File: src/sv/ffha_ram.sv
module ffha_ram #(
  parameter int unsigned Width = 8,
  parameter int unsigned Depth = 16
) (
  input  logic                     clk_i,
  input  logic                     we_i,
  input  logic [$clog2(Depth)-1:0] waddr_i,
  input  logic [Width-1:0]         wdata_i,
  input  logic [$clog2(Depth)-1:0] raddr_i,
  output logic [Width-1:0]         rdata_o
);

  logic [Width-1:0] mem [Depth];

  always_ff @(posedge clk_i) begin
    if (we_i) begin
      mem[waddr_i] <= wdata_i;
    end
    rdata_o <= mem[raddr_i];
  end

endmodule

File: config.mk
export PLATFORM = sky130hd
export DESIGN_NAME = ffha_ram
export DESIGN_NICKNAME = d
export VERILOG_FILES = /design/src/sv/ffha_ram.sv
export SDC_FILE = /design/constraint.sdc
export NUM_CORES = 1
export LEC_CHECK = 0
export BUFFER_PORTS_ARGS = -buffer_cell sky130_fd_sc_hd__buf_4
export CORE_UTILIZATION = 62
export CTS_BUF_LIST = sky130_fd_sc_hd__clkbuf_2 sky130_fd_sc_hd__clkbuf_4 sky130_fd_sc_hd__clkbuf_8
export CTS_CLUSTER_SIZE = 16
export DETAILED_ROUTE_END_ITERATION = 6
export PLACE_DENSITY = 0.81
export SLEW_MARGIN = 20
export SYNTH_ARGS = -nofsm -noshare
export SYNTH_HDL_FRONTEND = slang
export SYNTH_SLANG_ARGS = --single-unit
File: constraint.sdc
create_clock -name clk_i -period 4.6 [get_ports clk_i]
set_input_delay 1.15 -clock clk_i [delete_from_list [all_inputs] [get_ports clk_i]]
set_output_delay 1.15 -clock clk_i [all_outputs]
set_load 0.005 [all_outputs]
# After elaboration in Yosys (flattened, before gate mapping)
# Memories as Yosys holds them, arrays and structs flattened. A register that Yosys moved wholly into a read port is not among the register bits.
# Cells that the tools add are included.
# totals
ff_bits	0
ram_bits	128
elab_cells	3
memories	1
# memory_table
name	depth	word_bits	read_ports	rd_ports_with_merged_regs	write_ports	line	text
mem	16	8	1	1	1	13	logic [Width-1:0] mem [Depth];
# classes
mux	2
# op_table
operator	n
$mux 1	2

# Longest topological paths before layout
# Gate-level depths: netlist (run 1).
# depth
word_depth	2
mapped_depth	5

# Worst setup path before layout (run 1)
# Ideal clock, no wire load.
# synth_timing
kind	input to register
start	input waddr_i[2]
end	memory mem[0][0], enable pin
setup_time_ns	0.383
arrival_time_ns	2.260
required_ns	4.217
slack_ns	1.957
path_stages	2
n_path_buf	0
path_cell_list	or3b_2 -> nor3_1
# synth_rtl
element	line	text
start, declared	7	input logic [$clog2(Depth)-1:0] waddr_i,
end, declared	13	
# Straight into the memory's write port.

==> flow_summary.ini, run 1 <==
[timing]
fmax_mhz = 418
worstMarginPinSlew_ns = 0.930
skew_ns = 0.0110
finalSetupTns_ns = 0
fin_crit_sh_pct = 52.0
fin_crit_ns = 2.39
finalHoldViolations = 0
slew_viol_final = 0
setup_viol = 0
relSlewSlack_pct = 37.8
rsz0062_at_grt = false

[place]
place_area_mm2 = 0.00540
dpl.hpwl_um = 5570
port_buffers = 25
gp_congestion = 0.758

[setup_path]
worst_r2r_endpoint = rdata_o[4]
path_cells = buf_4 -> mux4_2 -> a22oi_1 -> nand2_1
slowest_delay_ns = 0.58
reg2regPathDepth = 3
critPathLaunchType = input pin
cp.arrival_ns = 2.69
crit_required_ns = 4.89
setup.worst_path.start = raddr_i[0]
r2r_start = mem[3][4]
worst-path-max-fanout = 32
cp_slowest_cell = mux4_2
worstSetupPathType = input pin to register
end_kind = register
setup.reg_to_reg.worst_slack_ns = 3.15

[final_layout]
nFillCells = 435
diodes = 0
final_nets = 284
final_common_cell = edfxtp_1
drive_gt1_share_pct = 28.7
syn_to_final_growth_pct = 13.2
seqCellArea_mm2 = 0.00400
multi_input_area_mm2 = 0.00106
fin_area_mm2 = 0.00583
most-common-layout-cells = edfxtp_1, buf_4, clkbuf_8, mux4_2, a22oi_1

[worst_hold_path]
holdCritStartpoint = mem[15][3]
min_path_type = register to register
whs_path_depth = 3
hold_end = rdata_o[3]

[synthesis]
synth_edf_count = 128
syn_avg_cell_area_um2 = 22.5
synth_flop_cell = edfxtp_1
yosys_warnings = 0
async_flop_share_pct = 0
syn_inst = 229
synth_seq_cells = 136
synth_area_mm2 = 0.00515
syn-num-nets = 247
ys_seq_area_share_pct = 77.8
synth_cell_types = 19

[global_route]
grt_pass1_wl_um = 13500
grt_use_total_pct = 23.1
grt_pass1_vias = 2388
antenna_found_initial = 0
grt_overflow_total = 0
grt_max_degree = 33

[cts]
clock-sinks = 136
post-cts-setup-buffers = 0
ctsHtreeMaxLevel = 4
cts_tree = yes
cts_buffers = 17
clkTransAtPathRegs_ns = 0.07
cts_resized = 0
holdBufCountCts = 0
clock-root-buffer = clkbuf_8
cts_buffer_depth = 2
clock_latency_ns = 0.43

[die]
core-area_mm2 = 0.00789
start_util_pct = 65.3
die_w_um = 93.1
rows = 32
io-pin-count = 26
die_area_mm2 = 0.00867
die_height_um = 93.1

[pwr]
powerDensity_mw_per_mm2 = 433
ir_drop_mv = 0.232
leakagePower_nw = 1.95

[routing]
wl_um = 8870
vias = 2387
viasPerCell = 6.27
drcViolationCount = 0
wire_per_inst_um = 23.3
drt.antenna.violating_nets = 0
drtPass1Iterations = 5
drt_iter0_drc = 341

[flow_run]
cap_violations = 0

[status]
outcome = complete, no violations
[cells by family (layout without fill, tap and decap cells)]
logic type | after synthesis | after routing | share of synthesized area (%)
and+or+nand+nor | 35 | 35 | 3.18
DFF | 136 | 136 | 77.8
buffers and inverters | 10 | 60 | 1.68
muxes | 32 | 32 | 15.0
AOI/OAI and AO/OA | 16 | 16 | 2.33
[how the worst max path moves through the flow]
stage                             to  slack, ns  cells after the start
after floorplan            mem[0][0]       1.96                      2
after global placement     mem[0][0]       1.70                      3
after detailed placement   mem[0][2]       1.53                      3
after CTS                  mem[0][1]       1.98                      3
after global routing      rdata_o[4]       2.13                      4
final                     rdata_o[4]       2.21                      4
[synth_stat cells, types with 2 or more instances]
library cell,number,area (um2)
clkdlybuf4s25_2,3,30.0
nand2_1,9,33.8
mux4_1,14,368
nand3b_1,2,15.0
nor2_1,13,48.8
edfxtp_1,128,3840
nand2b_1,2,12.5
buf_2,3,15.0
mux4_2,18,405
dfxtp_1,8,160
nor3_1,4,20.0
buf_6,3,33.8
a22oi_1,16,120
[critical path, delay by kind of cell]
family                 cells  cell delay (ns)
buffers and inverters      1             0.46
muxes                      1             0.58
and+or+nand+nor            1             0.13
AOI/OAI and AO/OA          1             0.33
[flip-flops by register name (all words and copies together), names as in the netlist]
register	count
rdata_o	8
mem	128
[power by group]
group	total (W)	switching, W	internal (W)
sequential	0.00139	0.00000698	0.00138
clock	0.00100	0.000408	0.000594
combinational	0.000127	0.0000694	0.0000579
[per-layer routing]
| layer | global-route usage, % | share of wire, % | vias up |
|---|---|---|---|
| met2 | 34.7 | 51 | 103 |
| met4 | 11.3 | 1.4 | 0 |
| met1 | 32.8 | 41 | 1222 |
| li1 | - | - | 1049 |
| met3 | 5.20 | 7.3 | 13 |
| met5 | 0 | 0 | - |
[metrics by stage]
stage	total power (W)	setup WS [ns]	cells	hold slack [ns]	utilization (%)
finish	0.00252	2.21	381	0.672	73.9
global route	0.00260	2.13	381	0.701	73.9
CTS	0.00253	1.98	381	0.671	73.8
detailed placement	0.00155	1.53	349	0.658	68.4
global placement	0.00154	1.70	349	0.653	68.4
floorplan	0.00149	1.96	229	0.629	-
[area by class of cell]
cell class                 count  share of cell area, %
sequential                   136                   68.7
timing repair buffer          28                   3.61
clock inverter                 8                   2.10
multi-input combinational     83                   18.2
tap                          102                   2.19
clock buffer                  24                   5.13
No activity file was read; power rests on OpenSTA's default activity.
==> run 2, diff against run 1 <==
Clock period 4.6 ns to 2.5 ns, I/O delays scaled along.
==> flow_summary.ini, run 2 (synthesis results as in run 1) <==
[setup_path]
reg2regPathDepth = 3
path_buf_inv = 2
crit_required_ns = 2.81
worstSetupPathType = input pin to register
setup.reg_to_reg.worst_slack_ns = 1.16
cp_slowest_cell = mux4_1
worst-path-max-fanout = 11
cp.arrival_ns = 2.00
critPathLaunchType = input pin
end_kind = register
setup.worst_path.start = raddr_i[0]
path_cells = buf_4 -> buf_4 -> mux4_1 -> a22oi_1 -> nand2_1
slowest_delay_ns = 0.58
path_common_cell = buf_4
crit_family = multiplexers
r2r_start = mem[10][0]
worst_r2r_endpoint = rdata_o[0]

[timing]
skew_ns = 0.0118
holdWs_ns = 0.500
finalHoldViolations = 0
relSlewSlack_pct = 49.7
rsz0062_at_grt = false
worstMarginPinSlew_ns = 0.752
slew_viol_final = 0
fin_crit_ns = 1.68
setup_viol = 0
fin_crit_sh_pct = 67.3
finalSetupTns_ns = 0
fmax_mhz = 594

[cts]
cts_tree = yes
clkTransAtPathRegs_ns = 0.08
ctsHtreeMaxLevel = 4
cts_resized = 0
clock-root-buffer = clkbuf_8
holdBufCountCts = 0
cts_buffer_depth = 2
clock_latency_ns = 0.43
clock-sinks = 136
cts_buffers = 17
post-cts-setup-buffers = 0

[final_layout]
diodes = 0
regMostFlops = mem
largest_reg_flops = 128
top_regs = mem (128), rdata_o (8)
drive_gt1_share_pct = 32.0
final_common_cell = edfxtp_1
post-route-util_pct = 75.6
syn_to_final_growth_pct = 15.8
final_nets = 299
most-common-layout-cells = edfxtp_1, buf_4, mux4_2, clkbuf_8, a22oi_1

[global_route]
grt_pass1_vias = 2461
antenna_found_initial = 0
met2_usage_pct = 35.6
grt_pass1_wl_um = 13700
grt_max_degree = 33
use_met3_pct = 5.85
use_met1_pct = 33.0
grt-busiest-layer = met2
grt_overflow_total = 0
grt_use_total_pct = 23.5

[pwr]
ir_drop_mv = 0.463
powerDensity_mw_per_mm2 = 795
leakagePower_nw = 2.02

[worst_hold_path]
whs_path_depth = 1
min_path_type = input pin to register
hold_end = mem[10][0]
holdCritStartpoint = wdata_i[0]

[die]
core-area_mm2 = 0.00789
die_height_um = 93.1
die_w_um = 93.1
die_area_mm2 = 0.00867
io-pin-count = 26
rows = 32
start_util_pct = 65.3

[routing]
wire_per_inst_um = 22.8
vias = 2460
drt_iter0_drc = 253
drcViolationCount = 0
drtPass1Iterations = 5
drt.antenna.violating_nets = 0
viasPerCell = 6.21
wl_um = 9050

[place]
gp_congestion = 0.715
dpl.hpwl_um = 5810
port_buffers = 25

[status]
outcome = complete, no violations

[flow_run]
cap_violations = 0
==> run 2: worst max-delay path by stage <==
stage / to / slack (ns) / cells past startpoint
3_3_place_gp: rdata_o[5] / 0.40 / 5
4_1_cts: rdata_o[5] / 0.84 / 5
6_report: rdata_o[5] / 0.82 / 5
5_1_grt: rdata_o[2] / 0.74 / 5
3_5_place_dp: rdata_o[2] / 0.38 / 5
2_1_floorplan: mem[0][0] / 0.38 / 2
==> run 2: stage by stage <==
stage / setup WS [ns] / cells / area [um2] / power (W)
finish: 0.817 / 396 / 5960 / 0.00474
floorplan: 0.382 / 229 / 5150 / 0.00274
detailed placement: 0.376 / 364 / 5520 / 0.00286
global route: 0.738 / 396 / 5960 / 0.00489
CTS: 0.836 / 396 / 5960 / 0.00477
global placement: 0.401 / 364 / 5520 / 0.00284
==> run 2: final cells by class <==
cell class | instances | area, um2
timing repair buffer | 43 | 335
clock inverter | 14 | 198
clock buffer | 18 | 241
sequential | 136 | 4000
multi-input combinational | 83 | 1060
tap | 102 | 128
fill | 420 | 1920
==> run 2: metal layers <==
metal  part of all wire (%)  wire, um
met4                    2.0       184
met3                    6.9       626
met2                     49      4430
met5                      0         0
met1                     42      3810
==> run 2: where the power goes <==
group	internal, W	switching (W)	total, W
logic	0.000115	0.000128	0.000243
clock network	0.00110	0.000831	0.00193
registers	0.00255	0.0000151	0.00256
total	0.00376	0.000974	0.00474
